File: src/sv/ggpc_pkg.sv
package ggpc_pkg;

   // Number of CORDIC micro-rotations; range 8 to 24.
   localparam int CORDIC_STEPS = 16;
   localparam int ATAN_LEN     = 24;

   // Integer square root of a 33-bit sum gives a 17-bit root, one bit per cell.
   localparam int SQRT_BITS = 17;
   localparam int CHAIN_LEN = (CORDIC_STEPS > SQRT_BITS) ? CORDIC_STEPS : SQRT_BITS;
   localparam int STEP_W    = $clog2(CHAIN_LEN);

   localparam int POS_W   = 16;
   localparam int DIFF_W  = 17;
   localparam int HEAD_W  = 15;
   localparam int XY_FRAC = 12;
   localparam int XY_W    = 32;
   localparam int Z_W     = 24;
   localparam int SQ_W    = 33;
   localparam int ROOT_W  = 17;
   localparam int ERR_W   = 15;
   localparam int GAIN_W  = 12;
   localparam int TOL_W   = 15;
   localparam int LIN_W   = 15;
   localparam int ANG_W   = 16;

   localparam int CSR_INDEX_W = 2;
   localparam int CSR_DATA_W  = 15;

   localparam logic [CSR_INDEX_W-1:0] CSR_LINEAR_GAIN  = 2'd0;
   localparam logic [CSR_INDEX_W-1:0] CSR_ANGULAR_GAIN = 2'd1;
   localparam logic [CSR_INDEX_W-1:0] CSR_ARRIVAL_TOL  = 2'd2;

   localparam logic [GAIN_W-1:0] LINEAR_GAIN_RESET  = 12'd256;
   localparam logic [GAIN_W-1:0] ANGULAR_GAIN_RESET = 12'd512;
   localparam logic [TOL_W-1:0]  ARRIVAL_TOL_RESET  = 15'd26;

   localparam logic signed [Z_W-1:0]    PI_Q20     = 24'sd3294199;
   localparam logic signed [DIFF_W-1:0] PI_Q12     = 17'sd12868;
   localparam logic signed [DIFF_W-1:0] TWO_PI_Q12 = 17'sd25736;

   // One beat moving down the cell chain: CORDIC vector, angle, root and remainder.
   typedef struct packed {
      logic                     valid;
      logic                     zero;
      logic signed [XY_W-1:0]   x;
      logic signed [XY_W-1:0]   y;
      logic signed [Z_W-1:0]    z;
      logic [SQ_W-1:0]          rem;
      logic [ROOT_W-1:0]        root;
      logic signed [HEAD_W-1:0] heading;
   } cell_beat_type;

   typedef struct packed {
      logic [LIN_W-1:0]        linear_velocity;
      logic signed [ANG_W-1:0] angular_velocity;
      logic                    arrived;
   } rsp_beat_type;

   // atan(2^-i) in Q.20 radians, rounded to nearest
   function automatic logic signed [Z_W-1:0] atan_q20(input logic [STEP_W-1:0] step);
      logic signed [Z_W-1:0] value;
      case (int'(step))
         0:  value = 24'sd823550;
         1:  value = 24'sd486170;
         2:  value = 24'sd256879;
         3:  value = 24'sd130396;
         4:  value = 24'sd65451;
         5:  value = 24'sd32757;
         6:  value = 24'sd16383;
         7:  value = 24'sd8192;
         8:  value = 24'sd4096;
         9:  value = 24'sd2048;
         10: value = 24'sd1024;
         11: value = 24'sd512;
         12: value = 24'sd256;
         13: value = 24'sd128;
         14: value = 24'sd64;
         15: value = 24'sd32;
         16: value = 24'sd16;
         17: value = 24'sd8;
         18: value = 24'sd4;
         19: value = 24'sd2;
         20: value = 24'sd1;
         default: value = '0;
      endcase
      return value;
   endfunction

endpackage

File: src/sv/ggpc_front.sv
module ggpc_front
   import ggpc_pkg::*;
(
   input  logic                     clock,
   input  logic                     reset,
   input  logic                     advance,
   input  logic                     in_valid,
   input  logic signed [POS_W-1:0]  target_x,
   input  logic signed [POS_W-1:0]  target_y,
   input  logic signed [POS_W-1:0]  current_x,
   input  logic signed [POS_W-1:0]  current_y,
   input  logic signed [HEAD_W-1:0] current_heading,
   output cell_beat_type            beat
);

   logic                       valid_ff;
   logic signed [DIFF_W-1:0]   dx_ff;
   logic signed [DIFF_W-1:0]   dy_ff;
   logic signed [HEAD_W-1:0]   heading_ff;
   logic signed [DIFF_W-1:0]   dx_in;
   logic signed [DIFF_W-1:0]   dy_in;
   logic signed [2*DIFF_W-1:0] dx_sq;
   logic signed [2*DIFF_W-1:0] dy_sq;
   logic signed [XY_W-1:0]     x_scaled;
   logic signed [XY_W-1:0]     y_scaled;

   assign dx_in = DIFF_W'(target_x) - DIFF_W'(current_x);
   assign dy_in = DIFF_W'(target_y) - DIFF_W'(current_y);

   always_ff @(posedge clock) begin
      if (reset) begin
         valid_ff <= 1'b0;
      end else if (advance) begin
         valid_ff <= in_valid;
      end
      if (advance) begin
         dx_ff      <= dx_in;
         dy_ff      <= dy_in;
         heading_ff <= current_heading;
      end
   end

   assign dx_sq    = dx_ff * dx_ff;
   assign dy_sq    = dy_ff * dy_ff;
   assign x_scaled = {{(XY_W - DIFF_W - XY_FRAC){dx_ff[DIFF_W-1]}}, dx_ff, {XY_FRAC{1'b0}}};
   assign y_scaled = {{(XY_W - DIFF_W - XY_FRAC){dy_ff[DIFF_W-1]}}, dy_ff, {XY_FRAC{1'b0}}};

   always_comb begin
      beat.valid   = valid_ff;
      beat.zero    = (dx_ff == '0) && (dy_ff == '0);
      beat.rem     = SQ_W'(dx_sq + dy_sq);
      beat.root    = '0;
      beat.heading = heading_ff;
      beat.x       = x_scaled;
      beat.y       = y_scaled;
      beat.z       = '0;
      // left half plane: turn by pi first so the rotations converge
      if (dx_ff[DIFF_W-1]) begin
         beat.x = -x_scaled;
         beat.y = -y_scaled;
         beat.z = dy_ff[DIFF_W-1] ? -PI_Q20 : PI_Q20;
      end
   end

endmodule

File: config.mk
export PLATFORM = sky130hd
export DESIGN_NAME = ggpc_front
export DESIGN_NICKNAME = d
export VERILOG_FILES = /design/src/sv/ggpc_pkg.sv /design/src/sv/ggpc_front.sv
export SDC_FILE = /design/constraint.sdc
export NUM_CORES = 2
export LEC_CHECK = 0
export BUFFER_PORTS_ARGS = -buffer_cell sky130_fd_sc_hd__buf_4
export CELL_PAD_IN_SITES_DETAIL_PLACEMENT = 0
export CELL_PAD_IN_SITES_GLOBAL_PLACEMENT = 1
export CORE_ASPECT_RATIO = 0.8
export CORE_UTILIZATION = 34
export CTS_CLUSTER_DIAMETER = 80
export CTS_CLUSTER_SIZE = 30
export DETAILED_ROUTE_END_ITERATION = 6
export GPL_TIMING_DRIVEN = 0
export HOLD_SLACK_MARGIN = 0.02
export PLACE_DENSITY_LB_ADDON = 0.1
export SLEW_MARGIN = 20
export SYNTH_ARGS = -nofsm -noshare
export SYNTH_HDL_FRONTEND = slang
export SYNTH_SLANG_ARGS = --single-unit
File: constraint.sdc
create_clock -name clock -period 8.43 [get_ports clock]
set_clock_uncertainty 0.2 [all_clocks]
set_input_delay 0 -clock clock [delete_from_list [all_inputs] [get_ports clock]]
set_output_delay 0 -clock clock [all_outputs]
set_load 0.05 [all_outputs]
Word level (Yosys, flattened, before mapping). Index checks and enable logic that the tools add are counted.

Add/subtract/negate cells: 5. $mul: 2. Muxes and demuxes: 2. Reduce and logical (&&, ||, !) cells: 3.

Operator list (count): 88-bit 2-to-1 mux (1); 17-bit by 17-bit multiplier with 33-bit output (2); 29-bit negation with 32-bit output (2); 17-bit logical NOT (2); 16-bit by 16-bit subtractor with 17-bit output (2); 33-bit adder (1); 24-bit 2-to-1 mux (1); 1-bit logical AND (1).

Register bits after elaboration: 50. Bits of input ports: 83. Output and inout bits: 155. Logic and storage cells: 16.

Depth between registers and ports, before layout.
Depth in word-level cells: 2. Gate-level depth with buffers: 28. Depth with buffers taken out: 26.

Least setup slack after synthesis. OpenSTA, ideal clock, no wires.

Path type: flip-flop to output port. Start point: register dx_ff[16]. End point: output port beat[55] (netlist bit). Arrival time: 8.019 ns. Data required time: 8.230 ns. Slack: 0.211 ns. Cell stages (with the launch flop): 24. Path buffers: 4. Cells stage by stage: edfxtp_1 > clkbuf_1 > inv_1 > clkbuf_1 > buf_1 > clkbuf_1 > nor2_1 > ha_1 > or2_2 > fa_1 > fa_1 > inv_1 > fa_1 > fa_1 > inv_1 > fa_1 > fa_1 > fa_1 > ha_1 > a21o_1 > a31oi_1 > a31oi_1 > a21o_1 > a311oi_1.

RTL lines: start: declaration (line ggpc_front.sv:17) `logic signed [DIFF_W-1:0] dx_ff;`; start signal: assignment (line ggpc_front.sv:37) `dx_ff <= dx_in;`; end: declaration (line ggpc_front.sv:13) `output cell_beat_type beat`.

==> summary.md <==
| Metric | Value |
|---|---|
| Initial core utilization | 0.3434 |
| Family of cells with the greatest summed delay on the critical path | adder cells |
| Max capacitance violation total | 0 |
| Arrival time of the worst setup path | 8050 ps |
| H-tree level count | 2 |
| Worst Slack Setup Final | 183.0 ps |
| Transition time of the tightest slew-check pin | 818.9 ps |
| Met1 Usage GRT | 0.3285 |
| Routed wire length per instance | 19.53 µm |
| Path category of the worst min-delay check | primary input to flop |
| Worst hold margin | 30.34 ps |
| Largest net degree at the start of global routing | 51 |
| Antenna Nets Post-Route | 0 |
| Final standard cell count with taps included and fillers excluded | 3762 |
| Antenna violations before repair | 6 |
| Critical-path top delay cell | sky130_fd_sc_hd__fa_1 |
| Floorplan core area | 0.06887 mm² |
| Number of buffer cells added on primary ports | 193 |
| Clock Latency Late Sink | 290 ps |
| Overflow after GRT | 0 |
| Sink count of the clock tree | 50 |
| Clock tree from TritonCTS | done |
| Library cell with the highest instance count after synthesis | sky130_fd_sc_hd__inv_1 |
| Met3 track demand over resource | 0.04152 |
| Count of vias placed by the detailed router | 16780 |
| Number of slew-limit violations in the final report | 0 |
| Share of async-settable or async-resettable flops after synthesis | 0 |
| Clock Pin Slew Worst Setup and Hold Paths | 80 ps |
| Number of enable-type register cells in the synthesized netlist | 49 |
| Total area of multi-input combinational cells | 0.01886 mm² |
| Pre-CTS worst setup slack | -1977 ps |
| HPWL after detailed placement | 65190 µm |
| Number of warnings reported in the yosys synthesis log | 0 |
| Slew HR | 0.4541 |
| Final clock period utilization by the worst path | 0.9783 |
| Top cell type's share of synthesized area | 0.4961 |
| Buf/Inv on CP | 8 |
| Element type at the critical path end | output pin |
| Global-route wire length before repair | 114000 µm |
| Area of the die | 0.07061 mm² |
| Final Hold Vio Count | 0 |
| Status | finished, violations left |
| Unique cell type count in the Yosys netlist | 55 |
| Peak clock frequency supported by timing | 121.3 MHz |
| Count of mapped cells out of synthesis | 2508 |
| Category of the critical setup timing path | flop to output pin |
| Flop and latch count out of synthesis | 50 |
| Total routing resource utilization after global routing | 0.2162 |
| Post-detailed-placement cell area | 0.02643 mm² |
| Remaining DRCs | 2 |
| Number of fillers in the final layout | 6984 |
| Met2 usage | 0.3265 |
| Maximum cell stage delay along the critical path | 620 ps |
| Most numerous cell types in the synthesized netlist | sky130_fd_sc_hd__inv_1 (776), sky130_fd_sc_hd__fa_1 (586), sky130_fd_sc_hd__ha_1 (185), sky130_fd_sc_hd__nand2_1 (185), sky130_fd_sc_hd__nor2_1 (112) |
| Sequential fraction of the synthesis area | 0.06307 |
| Synth area leaders | sky130_fd_sc_hd__fa_1 (50%), sky130_fd_sc_hd__inv_1 (12%), sky130_fd_sc_hd__ha_1 (9.8%), sky130_fd_sc_hd__edfxtp_1 (6.2%), sky130_fd_sc_hd__xnor2_1 (3.3%) |
| Count of nets after finishing | 3690 |
| Share of post-route cells with drive strength above 1 | 0.1600 |
| IO Count | 238 |
| Final Instance Area | 0.02795 mm² |
| Post-synthesis average cell area | 9.428 µm² |
| Final Wtd Congestion | 0.8733 |
| Horiz. Die Dim | 296.9 µm |
| Instance count after placement with tap cells included | 3669 |
| Post-detailed-routing wire length | 73470 µm |
| First-iteration detailed-routing DRC count | 929 |
| Via-per-instance ratio | 4.459 |
| Tmin final | 8247 ps |
| Total standard cell area after synthesis | 0.02365 mm² |
| Number of global-route vias before repair | 18450 |
| Primary FF master, synth | sky130_fd_sc_hd__edfxtp_1 |
| Required time of the critical path | 8230 ps |
| Area overhead of the layout relative to synthesis | 18.22% |
| Core Rows | 86 |
| Clock buffers created by TritonCTS | 5 |
| Most repeated library cell on the critical path | sky130_fd_sc_hd__fa_1 |
| Startpoint type of the worst setup path | flop |
| Peak-usage layer in the global routing report | met1 |
| Number of iterations in the first detailed-routing pass | 7 |
| Largest fanout of any net on the critical path | 10 |
| CTS Root Buffer Type | sky130_fd_sc_hd__clkbuf_16 |
| Biggest area consumer among synthesized cells | sky130_fd_sc_hd__fa_1 |
| Number of setup violations in the final report | 0 |
| Cell-by-cell listing of the critical path | clkbuf_16, clkbuf_4, nand2_2, fa_1, inv_1, fa_2, fa_1, inv_1, fa_1, inv_1, fa_1, fa_1, fa_1, inv_1, fa_1, inv_2, ha_4, a21o_1, a211oi_2, o211ai_1, a31o_4, a2111o_1, o211ai_1, buf_4 |
| Deepest clock path buffer count | 2 |
| Die Height | 237.9 µm |
| Storage cell area | 0.001491 mm² |
| Violations in the final reports | DRC |
-- per-layer routing --
| layer | up-vias | part of all wire | routed length [µm] |
|---|---|---|---|
| met4 | 0 | 0.010 | 746 |
| met1 | 8483 | 0.50 | 36750 |
| met2 | 431 | 0.43 | 31330 |
| met3 | 37 | 0.063 | 4637 |
| met5 | - | 0 | 0 |
| li1 | 7824 | - | - |
-- worst paths after layout --
kind	to	start	slack (ps)	depth (start not counted)
setup reg to reg	valid_ff	valid_ff	7090	3
setup / recovery	beat[62]	dy_ff[5]	180	24
hold reg to reg	valid_ff	valid_ff	860	3
hold / removal	dx_ff[5]	target_x[5]	30	3
-- through the flow --
step | setup TNS [ps] | utilization
2_1_floorplan | 0 | -
3_3_place_gp | -23190 | 0.3835
3_5_place_dp | -23630 | 0.3837
4_1_cts | -12.96 | 0.4013
5_1_grt | -5.074 | 0.4059
6_report | 0 | 0.4059
-- placed cells by master (no fill, tap or decap), types with 14 or more instances in the layout --
cell | Yosys | layout
sky130_fd_sc_hd__inv_1 | 776 | 768
sky130_fd_sc_hd__a21o_1 | 28 | 28
sky130_fd_sc_hd__dlygate4sd3_1 | 0 | 31
sky130_fd_sc_hd__edfxtp_1 | 49 | 49
sky130_fd_sc_hd__nor2_1 | 112 | 108
sky130_fd_sc_hd__conb_1 | 1 | 44
sky130_fd_sc_hd__xnor2_1 | 89 | 89
sky130_fd_sc_hd__ha_1 | 185 | 179
sky130_fd_sc_hd__clkbuf_4 | 0 | 14
sky130_fd_sc_hd__a21oi_1 | 47 | 44
sky130_fd_sc_hd__nor3_1 | 18 | 18
sky130_fd_sc_hd__nand2b_1 | 14 | 14
sky130_fd_sc_hd__xor2_1 | 25 | 25
sky130_fd_sc_hd__fa_1 | 586 | 577
sky130_fd_sc_hd__buf_4 | 69 | 321
sky130_fd_sc_hd__o21ai_0 | 40 | 40
sky130_fd_sc_hd__nand2_1 | 185 | 178
sky130_fd_sc_hd__and2_1 | 85 | 84
-- cell type report --
class,count,share of cell area
timing repair buffer,287,0.08204
inverter,782,0.1064
clock buffer,6,0.004968
multi-input combinational,1585,0.6746
buffer,125,0.03652
clock inverter,2,0.0006266
sequential,50,0.05335
antenna,1,0.00008952
tap,924,0.04136
-- logic make-up after synthesis --
| kind of cell | Yosys count | synth area share |
|---|---|---|
| adders and majority gates | 771 | 0.5940 |
| DFF | 50 | 0.06307 |
| AOI/OAI and AO/OA | 182 | 0.05027 |
| other | 1 | 0.0001586 |
| and+or+nand+nor | 472 | 0.09302 |
| buffers and inverters | 916 | 0.1564 |
| xor gates and xnor gates | 114 | 0.04222 |
| muxes | 2 | 0.0008995 |
-- what timing repair did --
item                                    4_1_cts  5_1_grt
hold buffers                                 31        0
gates resized for setup                     145       71
hold endpoints to repair                     30        0
pin swaps                                     6       17
endpoints found under the setup margin       19       11
buffers inserted                             39       23
-- flip-flops by register name, indices dropped and copies added (netlist names) --
register	cells
dy_ff	17
valid_ff	1
heading_ff	15
dx_ff	17
-- worst min-delay path, delay by kind of cell --
kind	cells	cell delay, ps
xor+xnor	1	130
buf+inv	1	90
fa+ha+maj	1	190
Power is not shown: default switching activity piles up to over one toggle a cycle in this logic, so the estimate is an artifact.
