===== config.mk =====
export PLATFORM = sky130hd
export DESIGN_NAME = ggpc_back
export DESIGN_NICKNAME = d
export VERILOG_FILES = /design/src/sv/ggpc_pkg.sv /design/src/sv/ggpc_back.sv
export SDC_FILE = /design/constraint.sdc
export NUM_CORES = 1
export LEC_CHECK = 0
export BUFFER_PORTS_ARGS = -buffer_cell sky130_fd_sc_hd__buf_2
export CORE_UTILIZATION = 67
export CTS_BUF_LIST = sky130_fd_sc_hd__clkbuf_8
export CTS_CLUSTER_DIAMETER = 60
export DETAILED_ROUTE_END_ITERATION = 10
export GPL_ROUTABILITY_DRIVEN = 0
export PLACE_DENSITY = 0.88
export SLEW_MARGIN = 10
export SYNTH_ARGS = -nofsm -noshare
export SYNTH_HDL_FRONTEND = slang
export SYNTH_SLANG_ARGS = --single-unit
export TNS_END_PERCENT = 100

===== constraint.sdc =====
create_clock -name clock -period 14.3 [get_ports clock]
set_input_delay 0.715 -clock clock [delete_from_list [all_inputs] [get_ports clock]]
set_output_delay 0.715 -clock clock [all_outputs]
set_load 0.01 [all_outputs]

===== src/sv/ggpc_pkg.sv =====
package ggpc_pkg;

   // Number of CORDIC micro-rotations; range 8 to 24.
   localparam int CORDIC_STEPS = 16;
   localparam int ATAN_LEN     = 24;

   // Integer square root of a 33-bit sum gives a 17-bit root, one bit per cell.
   localparam int SQRT_BITS = 17;
   localparam int CHAIN_LEN = (CORDIC_STEPS > SQRT_BITS) ? CORDIC_STEPS : SQRT_BITS;
   localparam int STEP_W    = $clog2(CHAIN_LEN);

   localparam int POS_W   = 16;
   localparam int DIFF_W  = 17;
   localparam int HEAD_W  = 15;
   localparam int XY_FRAC = 12;
   localparam int XY_W    = 32;
   localparam int Z_W     = 24;
   localparam int SQ_W    = 33;
   localparam int ROOT_W  = 17;
   localparam int ERR_W   = 15;
   localparam int GAIN_W  = 12;
   localparam int TOL_W   = 15;
   localparam int LIN_W   = 15;
   localparam int ANG_W   = 16;

   localparam int CSR_INDEX_W = 2;
   localparam int CSR_DATA_W  = 15;

   localparam logic [CSR_INDEX_W-1:0] CSR_LINEAR_GAIN  = 2'd0;
   localparam logic [CSR_INDEX_W-1:0] CSR_ANGULAR_GAIN = 2'd1;
   localparam logic [CSR_INDEX_W-1:0] CSR_ARRIVAL_TOL  = 2'd2;

   localparam logic [GAIN_W-1:0] LINEAR_GAIN_RESET  = 12'd256;
   localparam logic [GAIN_W-1:0] ANGULAR_GAIN_RESET = 12'd512;
   localparam logic [TOL_W-1:0]  ARRIVAL_TOL_RESET  = 15'd26;

   localparam logic signed [Z_W-1:0]    PI_Q20     = 24'sd3294199;
   localparam logic signed [DIFF_W-1:0] PI_Q12     = 17'sd12868;
   localparam logic signed [DIFF_W-1:0] TWO_PI_Q12 = 17'sd25736;

   // One beat moving down the cell chain: CORDIC vector, angle, root and remainder.
   typedef struct packed {
      logic                     valid;
      logic                     zero;
      logic signed [XY_W-1:0]   x;
      logic signed [XY_W-1:0]   y;
      logic signed [Z_W-1:0]    z;
      logic [SQ_W-1:0]          rem;
      logic [ROOT_W-1:0]        root;
      logic signed [HEAD_W-1:0] heading;
   } cell_beat_type;

   typedef struct packed {
      logic [LIN_W-1:0]        linear_velocity;
      logic signed [ANG_W-1:0] angular_velocity;
      logic                    arrived;
   } rsp_beat_type;

   // atan(2^-i) in Q.20 radians, rounded to nearest
   function automatic logic signed [Z_W-1:0] atan_q20(input logic [STEP_W-1:0] step);
      logic signed [Z_W-1:0] value;
      case (int'(step))
         0:  value = 24'sd823550;
         1:  value = 24'sd486170;
         2:  value = 24'sd256879;
         3:  value = 24'sd130396;
         4:  value = 24'sd65451;
         5:  value = 24'sd32757;
         6:  value = 24'sd16383;
         7:  value = 24'sd8192;
         8:  value = 24'sd4096;
         9:  value = 24'sd2048;
         10: value = 24'sd1024;
         11: value = 24'sd512;
         12: value = 24'sd256;
         13: value = 24'sd128;
         14: value = 24'sd64;
         15: value = 24'sd32;
         16: value = 24'sd16;
         17: value = 24'sd8;
         18: value = 24'sd4;
         19: value = 24'sd2;
         20: value = 24'sd1;
         default: value = '0;
      endcase
      return value;
   endfunction

endpackage


===== src/sv/ggpc_back.sv =====
module ggpc_back
   import ggpc_pkg::*;
(
   input  logic              clock,
   input  logic              reset,
   input  logic              advance,
   input  cell_beat_type     beat,
   input  logic [GAIN_W-1:0] linear_gain,
   input  logic [GAIN_W-1:0] angular_gain,
   input  logic [TOL_W-1:0]  arrival_tolerance,
   output logic              res_valid,
   output rsp_beat_type      res
);

   localparam int LIN_PROD_W = GAIN_W + ROOT_W;
   localparam int ANG_PROD_W = GAIN_W + 1 + ERR_W;
   localparam int LIN_Q_W    = LIN_PROD_W + 1 - 8;
   localparam int ANG_Q_W    = ANG_PROD_W + 1 - 8;

   logic signed [Z_W-1:0]        z_round;
   logic signed [DIFF_W-1:0]     bearing;
   logic signed [DIFF_W-1:0]     err_raw;
   logic signed [DIFF_W-1:0]     err_once;
   logic signed [DIFF_W-1:0]     err_wrap;

   logic                         p1_valid_ff;
   logic signed [ERR_W-1:0]      err_ff;
   logic [ROOT_W-1:0]            dist_ff;

   logic                         p2_valid_ff;
   logic [LIN_PROD_W-1:0]        lin_prod_ff;
   logic signed [ANG_PROD_W-1:0] ang_prod_ff;
   logic                         arrived_ff;
   logic [LIN_PROD_W-1:0]        lin_prod_in;
   logic signed [ANG_PROD_W-1:0] ang_prod_in;

   logic [LIN_PROD_W:0]          lin_sum;
   logic [LIN_Q_W-1:0]           lin_q;
   logic signed [ANG_PROD_W:0]   ang_sum;
   logic signed [ANG_Q_W-1:0]    ang_q;

   // bearing rounded from Q.20 to Q3.12
   assign z_round = beat.z + Z_W'(128);
   assign bearing = beat.zero ? '0 : DIFF_W'($signed(z_round[Z_W-1:8]));
   assign err_raw = bearing - DIFF_W'(beat.heading);

   always_comb begin
      err_once = err_raw;
      if (err_raw > PI_Q12) begin
         err_once = err_raw - TWO_PI_Q12;
      end else if (err_raw < -PI_Q12) begin
         err_once = err_raw + TWO_PI_Q12;
      end
      err_wrap = err_once;
      if (err_once > PI_Q12) begin
         err_wrap = err_once - TWO_PI_Q12;
      end else if (err_once < -PI_Q12) begin
         err_wrap = err_once + TWO_PI_Q12;
      end
   end

   assign lin_prod_in = linear_gain * dist_ff;
   assign ang_prod_in = $signed({1'b0, angular_gain}) * err_ff;

   always_ff @(posedge clock) begin
      if (reset) begin
         p1_valid_ff <= 1'b0;
         p2_valid_ff <= 1'b0;
      end else if (advance) begin
         p1_valid_ff <= beat.valid;
         p2_valid_ff <= p1_valid_ff;
      end
      if (advance) begin
         err_ff      <= ERR_W'(err_wrap);
         dist_ff     <= beat.root;
         lin_prod_ff <= lin_prod_in;
         ang_prod_ff <= ang_prod_in;
         arrived_ff  <= dist_ff <= ROOT_W'(arrival_tolerance);
      end
   end

   // round, then saturate
   assign lin_sum = {1'b0, lin_prod_ff} + (LIN_PROD_W + 1)'(128);
   assign lin_q   = lin_sum[LIN_PROD_W:8];
   assign ang_sum = (ANG_PROD_W + 1)'(ang_prod_ff) + (ANG_PROD_W + 1)'(128);
   assign ang_q   = ang_sum[ANG_PROD_W:8];

   always_comb begin
      res.arrived = arrived_ff;
      if (lin_q > LIN_Q_W'({LIN_W{1'b1}})) begin
         res.linear_velocity = {LIN_W{1'b1}};
      end else begin
         res.linear_velocity = LIN_W'(lin_q);
      end
      if (ang_q > ANG_Q_W'(32767)) begin
         res.angular_velocity = 16'sh7fff;
      end else if (ang_q < -ANG_Q_W'(32768)) begin
         res.angular_velocity = 16'sh8000;
      end else begin
         res.angular_velocity = ANG_W'(ang_q);
      end
   end

   assign res_valid = p2_valid_ff;

   a_err_wrapped: assert property (@(posedge clock) disable iff (reset)
      p1_valid_ff |-> (err_ff <= ERR_W'(PI_Q12)) && (err_ff >= -ERR_W'(PI_Q12)))
      else $error("heading error left the wrapped range");

   a_p1_to_p2: assert property (@(posedge clock) disable iff (reset)
      advance && p1_valid_ff |=> p2_valid_ff)
      else $error("beat lost between back stages");

endmodule


Word level (Yosys, flattened, before mapping)
Cells that the tools add are included.
Word-level totals
  register bits after elaboration: 92
  output and inout bits: 33
  word-level logic and storage cells: 33
Operators by class
  $add $sub $neg: 8
  $mul: 2
  $lt $le $gt $ge: 8
  mux-type cells: 8
Operator list (number)
  $mux 17: 3
  $mux 15: 3
  $gt 17x15->1 const B: 2
  $lt 17x15->1 const B: 2
  $mux 16: 2
  $add 29x8->30 const B: 1
  $add 28x9->29 const B: 1
  $mul 12x17->29: 1
  $mul 13x15->28: 1
  $add 24x9->24 const B: 1
  $gt 22x15->1 const B: 1
  $gt 21x16->1 const B: 1
  $lt 21x16->1 const B: 1
  $add 17x16->17 const B: 1
  $le 17x15->1: 1
  $sub 17x15->17: 1
  $sub 17x16->17 const B: 1
  $add 15x14->15 const B: 1
  $sub 15x14->15 const B: 1

Depth between registers and ports, before layout
Gate-level depths: netlist of the first run.
  depth in word-level cells: 9
  mapped depth: 29

Worst setup path before layout of the first run
OpenSTA, ideal clock, no wires.
  kind: input-to-reg
  start: input angular_gain[3]
  end: register ang_prod_ff[27] (data pin)
  library setup time: 0.262 ns
  data arrival time: 6.151 ns
  data required time: 14.038 ns
  path slack: 7.888 ns
  stages: 25
  path through: clkbuf_1 -> nand2_1 -> fa_1 -> inv_1 -> fa_1 -> ha_1 -> ha_1 -> inv_1 -> fa_1 -> inv_1 -> ha_1 -> and4_1 -> a41o_1 -> a21oi_1 -> o21bai_1 -> a21oi_1 -> o21bai_1 -> a21oi_1 -> o2111ai_1 -> a21oi_1 -> a2111oi_0 -> o21a_1 -> o21a_1 -> o31ai_1 -> xnor2_1
Between the ends
  cells in the longest elaborated chain, start to end: 1
RTL lines
  from (decl): RTL line ggpc_back.sv:9  | input logic [GAIN_W-1:0] angular_gain,
  $mul 13x15->28: RTL line ggpc_back.sv:63  | assign ang_prod_in = $signed({1'b0, angular_gain}) * err_ff;
  via ang_prod_in[27]: RTL line ggpc_back.sv:35  | logic signed [ANG_PROD_W-1:0] ang_prod_in;
  to (signal assigned): RTL line ggpc_back.sv:77  | ang_prod_ff <= ang_prod_in;
  to (decl): RTL line ggpc_back.sv:32  | logic signed [ANG_PROD_W-1:0] ang_prod_ff;
The timed path passes the listed nets, and every way through them passes these cells.
A chain may end at the register's enable or synchronous reset.

Worst setup path in the final report of the first run
  start: input beat[75] in the netlist's numbering
  end: register err_ff[13] (data pin)
Between the ends
  cells in the longest elaborated chain, start to end: 9
RTL lines
  from (decl): RTL line ggpc_back.sv:7  | input cell_beat_type beat,
  $add 24x9->24 (*): RTL line ggpc_back.sv:43  | assign z_round = beat.z + Z_W'(128);
  $mux 17 (*): RTL line ggpc_back.sv:44  | assign bearing = beat.zero ? '0 : DIFF_W'($signed(z_round[Z_W-1:8]));
  $sub 17x15->17 (*): RTL line ggpc_back.sv:45  | assign err_raw = bearing - DIFF_W'(beat.heading);
  $add 17x16->17 or $lt 17x15->1 (tied branches): RTL line ggpc_back.sv:52, ggpc_back.sv:51
  $mux 17: RTL line ggpc_back.sv:51  | end else if (err_raw < -PI_Q12) begin
  $mux 17 (*): RTL line ggpc_back.sv:49  | if (err_raw > PI_Q12) begin
  $add 15x14->15 or $lt 17x15->1 (tied branches): RTL line ggpc_back.sv:58, ggpc_back.sv:57
  $mux 15: RTL line ggpc_back.sv:57  | end else if (err_once < -PI_Q12) begin
  $mux 15 (*): RTL line ggpc_back.sv:55  | if (err_once > PI_Q12) begin
  via err_wrap[13]: RTL line ggpc_back.sv:24  | logic signed [DIFF_W-1:0] err_wrap;
  to (signal assigned): RTL line ggpc_back.sv:74  | err_ff <= ERR_W'(err_wrap);
  to (decl): RTL line ggpc_back.sv:27  | logic signed [ERR_W-1:0] err_ff;
Mark *: on every way through the listed nets, which the timed path passes. The rest lies on a longest branch.

==> results of run 1 <==
## layer usage
metal,vias to the layer above,track usage (%),share of wire [%]
met5,-,0,0
met4,0,13.4,3.7
met2,795,57.1,49
li1,6733,-,-
met1,7278,41.9,39
met3,165,5.25,8.7
## cell families after synthesis
| kind of cell | Yosys count | share of synthesized area [%] |
|---|---|---|
| simple gates | 684 | 18.2 |
| buf+inv | 482 | 9.82 |
| fa+ha+maj | 479 | 44.5 |
| compound gates | 259 | 10.2 |
| xor+xnor | 99 | 4.79 |
| flops | 78 | 12.3 |
| mux | 3 | 0.160 |
## worst max-delay path by stage
stage	start	end	slack (ns)	cells past startpoint
2_1_floorplan	angular_gain[3]	ang_prod_ff[27]	7.89	25
3_3_place_gp	angular_gain[3]	ang_prod_ff[27]	7.33	25
3_5_place_dp	angular_gain[3]	ang_prod_ff[27]	7.13	25
4_1_cts	err_ff[2]	ang_prod_ff[27]	7.51	24
5_1_grt	beat[75]	err_ff[9]	6.72	26
6_report	beat[75]	err_ff[13]	7.43	26
## metrics by stage
step	utilization (%)	worst slack, ns	std cells	hold slack, ns
final	72.5	7.43	2517	0.482
after global routing	72.5	6.72	2517	0.475
after CTS	72.5	7.51	2517	0.482
after detailed placement	71.9	7.13	2503	0.496
after global placement	71.9	7.33	2503	0.472
after floorplan	-	7.89	2084	0.460
## critical path: stages
cell and delay [ns]:
buf_2 0.13, and3_1 0.17, and3_1 0.21, nand3_1 0.12, nor2_1 0.17, nand4_1 0.21
xor2_1 0.18, nor2_1 0.06, ha_1 0.42, a2111oi_2 0.42, a221o_1 0.24, a31oi_2 0.06
o21ai_1 0.25, nand4b_1 0.15, o21ai_1 0.53, nand2_1 0.29, nand2_1 0.19, xnor2_1 0.18
ha_1 0.30, nand3_1 0.09, nor3_1 0.20, a211oi_1 0.07, o311a_1 0.33, o21ai_1 0.85
o32ai_2 0.22, xnor2_1 0.21
## cell type report
class                   count  area share [%]
flip-flops and latches     78            11.8
clock buffers               9           0.627
repair buffers            126            3.22
well taps                 372            2.36
clock inverters             5           0.146
inverters                 403            7.66
multi-input cells        1524            74.2
## synth_stat cells (5+ instances only)
cell	instances
nor2_1	65
nor2b_1	9
a31oi_1	7
o31ai_1	5
edfxtp_1	76
a211oi_2	5
o21a_1	22
or2_1	5
a211oi_1	9
nor3_1	39
clkbuf_1	67
inv_1	402
and2_1	178
a21o_1	13
or3_1	11
o21ai_0	52
o22ai_1	5
xnor2_1	59
o211ai_1	12
fa_1	317
nor4_1	5
buf_2	5
o21ai_1	9
nand4_1	12
and3_1	24
ha_1	162
nand3_1	38
a21oi_1	46
xor2_1	37
nand2_1	261
a22oi_1	5
nand2b_1	12
o31a_1	5
buf_4	5
## cell usage in the layout, fill, tap and decap left out, drive strengths merged, types with 41 or more instances in the layout
master / instances
and2: 179
buf: 126
o21ai: 62
nor2: 67
nand2: 261
inv: 403
fa: 317
edfxtp: 76
ha: 162
xnor2: 60
nor3: 41
a21oi: 47
## sequential cells by signal, indices dropped and copies added, names as in the netlist
signal       count
ang_prod_ff     21
arrived_ff       1
dist_ff         17
err_ff          15
lin_prod_ff     22
p1_valid_ff      1
res_valid        1
==> impl_metrics.csv, run 1 <==
group,metric,value,unit
logic_synthesis,ys_async_sr_fraction,0,%
route,avgRoutedWirePerCell,17.8,um
run_status,status,"finished, final reports clean",
grt,antenna_found_initial,0,
floorplan,coreArea,27300,um2
placement,dp_hpwl,35.6,mm
logic_synthesis,synth_edf_count,76,
worst_hold_path,hold_path_startpoint,"reset",
worst_setup_path,end_kind,"flip-flop",
sta,finalCritPeriodShare,48.0,%
floorplan,rows,60,
sta,period_needed,6.87,ns
sta,worst_clock_skew,0.0336,ns
worst_setup_path,crit_required,14.40,ns
logic_synthesis,syn_nets,2760,
worst_setup_path,cp-start-kind,"input pin",
clock_network,post_cts_buffers,0,
floorplan,start_util,69.1,%
sta,worstMarginPinSlew,1.08,ns
clock_network,cts_sinks,78,
route,vias,14971,
logic_synthesis,ys_ff_latch,78,
logic_synthesis,synth_top_area_cell,"fa_1",
worst_hold_path,whs_endpoint,"p1_valid_ff",
logic_synthesis,ys_types,94,
clock_network,htreeDepth,3,
worst_setup_path,critical_path_peak_fanout,14,
flow_run,cap_violations,0,
clock_network,cts_resized,0,
floorplan,design.die.area,28800,um2
sta,tns,0,ns
placement,io_buffers,125,
sta,finalSetupViolCount,0,
final_layout,drive_above_1_share,8.72,%
clock_network,tritoncts,"done",
final_layout,fill_cells,1920,
route,via_per_inst,5.95,
grt,grt_max_degree,79,
final_layout,final_cell_area,19700,um2
route,antenna_left,0,
clock_network,cts-root-buf,"clkbuf_8",
clock_network,clk-insertion-delay-late,0.39,ns
floorplan,die_h,170,um
route,wl,44.9,mm
logic_synthesis,synthTopCellsByArea,"fa_1 34%, edfxtp_1 12%, ha_1 11%, inv_1 8.0%, and2_1 5.9%",
worst_setup_path,reg2reg_from,"err_ff[2]",
placement,place_area,19600,um2
clock_network,clock_path_buffers,2,
grt,grt_pass1_vias,16011,
grt,grt_use_total,33.2,%
logic_synthesis,synthFlopType,"edfxtp_1",
worst_setup_path,arrival,6.97,ns
logic_synthesis,syn-mean-instance-area,9.03,um2
sta,rsz0062_at_grt,"no",
worst_setup_path,reg2reg_depth,24,
sta,finalHoldViolations,0,
route,drt_first_pass_iters,7,
worst_setup_path,rr_endpoint,"ang_prod_ff[27]",
final_layout,seq_area,2320,um2
sta,drv_slew,0,
floorplan,die_w,170,um
clock_network,cts.clk_slew.worst_paths,0.11,ns
final_layout,area_growth,4.90,%
clock_network,cts_hold_buf,0,
route,drt_iter0_markers,1270,
logic_synthesis,seq_area_frac_synth,12.3,%
worst_setup_path,rrSetupSlack,7.47,ns
grt,overflow,0,
sta,max_freq,146,MHz
sta,relSlewSlack,27.7,%
final_layout,multi_input_area,14700,um2
worst_hold_path,min_path_type,"input pin to flip-flop",
floorplan,io-pin-count,230,
logic_synthesis,syn_inst,2084,
final_layout,nets,2818,
logic_synthesis,ys_warn_count,0,
worst_hold_path,hold_depth,2,
worst_setup_path,path_class,"input pin to flip-flop",
route,drc_errors,0,
clock_network,cts_made_buffers,9,
logic_synthesis,netlist_area,18800,um2
final_layout,diodes,0,
grt,grt_pass1_wl,75.8,mm
logic_synthesis,synth_top_area_share,33.7,%
Power of run 1 is not shown: default switching activity piles up to over one toggle a cycle in this logic, so the estimate is an artifact.
==> run 2: changes to the inputs <==
- CORE_UTILIZATION: 67 -> 62
- PLACE_DENSITY: 0.88 -> 0.82
- clock period: 14.3 -> 6.9 ns (I/O delays scaled with it)
==> run 2 against run 1 <==
  * Non-clock buffer count increased by 19
  * Largest cell class unchanged
  * Global-route usage decreased by 3.5 points
  * Core utilization decreased by 5.4 points
  * Register-to-register slack got worse by 7.1 ns
  * Sequential share of layout area decreased by 0.11 points
  * Clock-buffer cell count unchanged
  * Cell count increased by 1.5%
  * Flip-flop and latch count unchanged
  * Clock skew decreased by 0.015 ns
  * Die area increased by 8.0%
==> impl_metrics.csv, run 2 (synthesis results as in run 1) <==
group,metric,value,unit
run_status,status,"finished, final reports clean",
worst_setup_path,cp-start-kind,"flip-flop",
floorplan,start_util,63.3,%
floorplan,io-pin-count,230,
worst_setup_path,path_class,"flip-flop to flip-flop",
final_layout,fill_cells,2321,
final_layout,final_cell_area,19900,um2
final_layout,instances_no_fill,2556,
placement,dp_hpwl,35.6,mm
final_layout,layout_common_cells,"402 x inv_1, 317 x fa_1, 261 x nand2_1, 178 x and2_1, 162 x ha_1",
route,wl,43.6,mm
clock_network,cts_made_buffers,9,
worst_setup_path,critical_path_peak_fanout,7,
worst_setup_path,slowest_stage,"fa_1",
clock_network,cts.clk_slew.worst_paths,0.10,ns
sta,rsz0062_at_grt,"no",
route,drt_first_pass_iters,5,
final_layout,drive_above_1_share,9.65,%
grt,grt_max_degree,79,
route,vias,14626,
final_layout,diodes,0,
flow_run,cap_violations,0,
sta,tns,0,ns
grt,grt_pass1_wl,73.1,mm
worst_setup_path,end_kind,"flip-flop",
floorplan,die_w,176,um
final_layout,seq_area,2320,um2
route,via_per_inst,5.72,
grt,top_usage_layer,"met2",
floorplan,design.die.area,31100,um2
worst_setup_path,cp_num_cells,24,
sta,worstMarginPinSlew,1.02,ns
worst_setup_path,crit_required,7.06,ns
sta,drv_slew,0,
sta,finalCritPeriodShare,94.7,%
grt,use_met3,3.36,%
worst_setup_path,arrival,6.69,ns
final_layout,area_growth,5.92,%
final_layout,largestRegisters,"lin_prod_ff x22, ang_prod_ff x21, dist_ff x17",
floorplan,rows,63,
route,drc_errors,0,
grt,antenna_found_initial,0,
worst_hold_path,min_path_type,"input pin to flip-flop",
worst_setup_path,rr_endpoint,"ang_prod_ff[27]",
worst_setup_path,critical-path-top-delay-family,"compound AO/OA/AOI/OAI gates",
sta,max_freq,153,MHz
sta,hold_ws,0.100,ns
final_layout,largest-register,"lin_prod_ff",
placement,place_inst,2538,
clock_network,clk-insertion-delay-late,0.40,ns
final_layout,largest_reg_flops,22,
final_layout,final_common_cell,"inv_1",
clock_network,cts-root-buf,"clkbuf_8",
final_layout,multi_input_area,14700,um2
final_layout,nets,2837,
clock_network,clock_path_buffers,2,
floorplan,die_h,176,um
grt,grt_pass1_vias,15423,
worst_setup_path,critPathLaunch,"err_ff[3]",
worst_setup_path,crit_top_cell,"a21oi_1",
sta,worst_clock_skew,0.0188,ns
clock_network,cts_sinks,78,
worst_setup_path,cp.buffers_inverters,3,
worst_setup_path,cpPeakStageDelay,0.53,ns
sta,period_needed,6.54,ns
placement,place_area,19700,um2
sta,finalSetupViolCount,0,
sta,finalHoldViolations,0,
route,antenna_left,0,
grt,met2_usage,52.5,%
grt,grtUsageMet1,37.6,%
route,avgRoutedWirePerCell,17.1,um
placement,io_buffers,125,
sta,relSlewSlack,32.2,%
clock_network,tritoncts,"done",
worst_setup_path,reg2reg_from,"err_ff[3]",
floorplan,coreArea,29700,um2
clock_network,htreeDepth,3,
route,drt_iter0_markers,948,
clock_network,cts_hold_buf,0,
worst_setup_path,rrSetupSlack,0.36,ns
worst_setup_path,cp_cell_sequence,"nand2_1 > fa_1 > inv_1 > fa_1 > ha_1 > ha_1 > inv_1 > fa_1 > inv_1 > ha_1 > and4_1 > a41o_1 > a21oi_1 > o21bai_1 > a21oi_1 > o21bai_1 > a21oi_1 > o2111ai_1 > a21oi_1 > a2111oi_0 > o21a_1 > o21a_1 > o31ai_1 > xnor2_1",
grt,overflow,0,
worst_setup_path,reg2reg_depth,24,
worst_setup_path,cp-endpoint,"ang_prod_ff[27]",
grt,grt_use_total,29.7,%
## run 2: changes by cell type in the layout (fill, tap and decap cells not counted)
cell      change
clkinv_2      -1
inv_6         +3
clkinv_1      -1
buf_4        +19
clkinv_4      +1
## run 2: worst min path at each step
stage,start,end,cells after the start
after global routing,beat[25],dist_ff[10],1
after global placement,res_valid,res_valid,2
after floorplan,reset,p1_valid_ff,1
final,reset,res_valid,2
after CTS,reset,res_valid,2
after detailed placement,res_valid,res_valid,2
## run 2: final cells by class
cell class | count | share of cell area [%]
timing repair buffer | 145 | 3.90
clock buffer | 9 | 0.621
clock inverter | 7 | 0.276
multi-input combinational | 1524 | 73.5
inverter | 403 | 7.59
sequential | 78 | 11.6
tap | 390 | 2.45
## run 2: metal layers
layer	up-vias	share of wire, %
met3	103	6.8
met4	0	2.8
met1	7203	41
li1	6768	-
met5	-	0
met2	552	50
## run 2: what timing repair did
action	in CTS	in global routing
setup endpoints to repair	0	2
setup buffers	0	2
resized for setup	0	0
## run 2: through the flow
step | utilization, % | setup slack, ns
3_5_place_dp | 66.4 | 0.157
5_1_grt | 67.1 | 0.0397
4_1_cts | 67.0 | 0.165
2_1_floorplan | - | 0.858
3_3_place_gp | 66.4 | 0.399
6_report | 67.1 | 0.365
Power of run 2 is left out for the same reason.
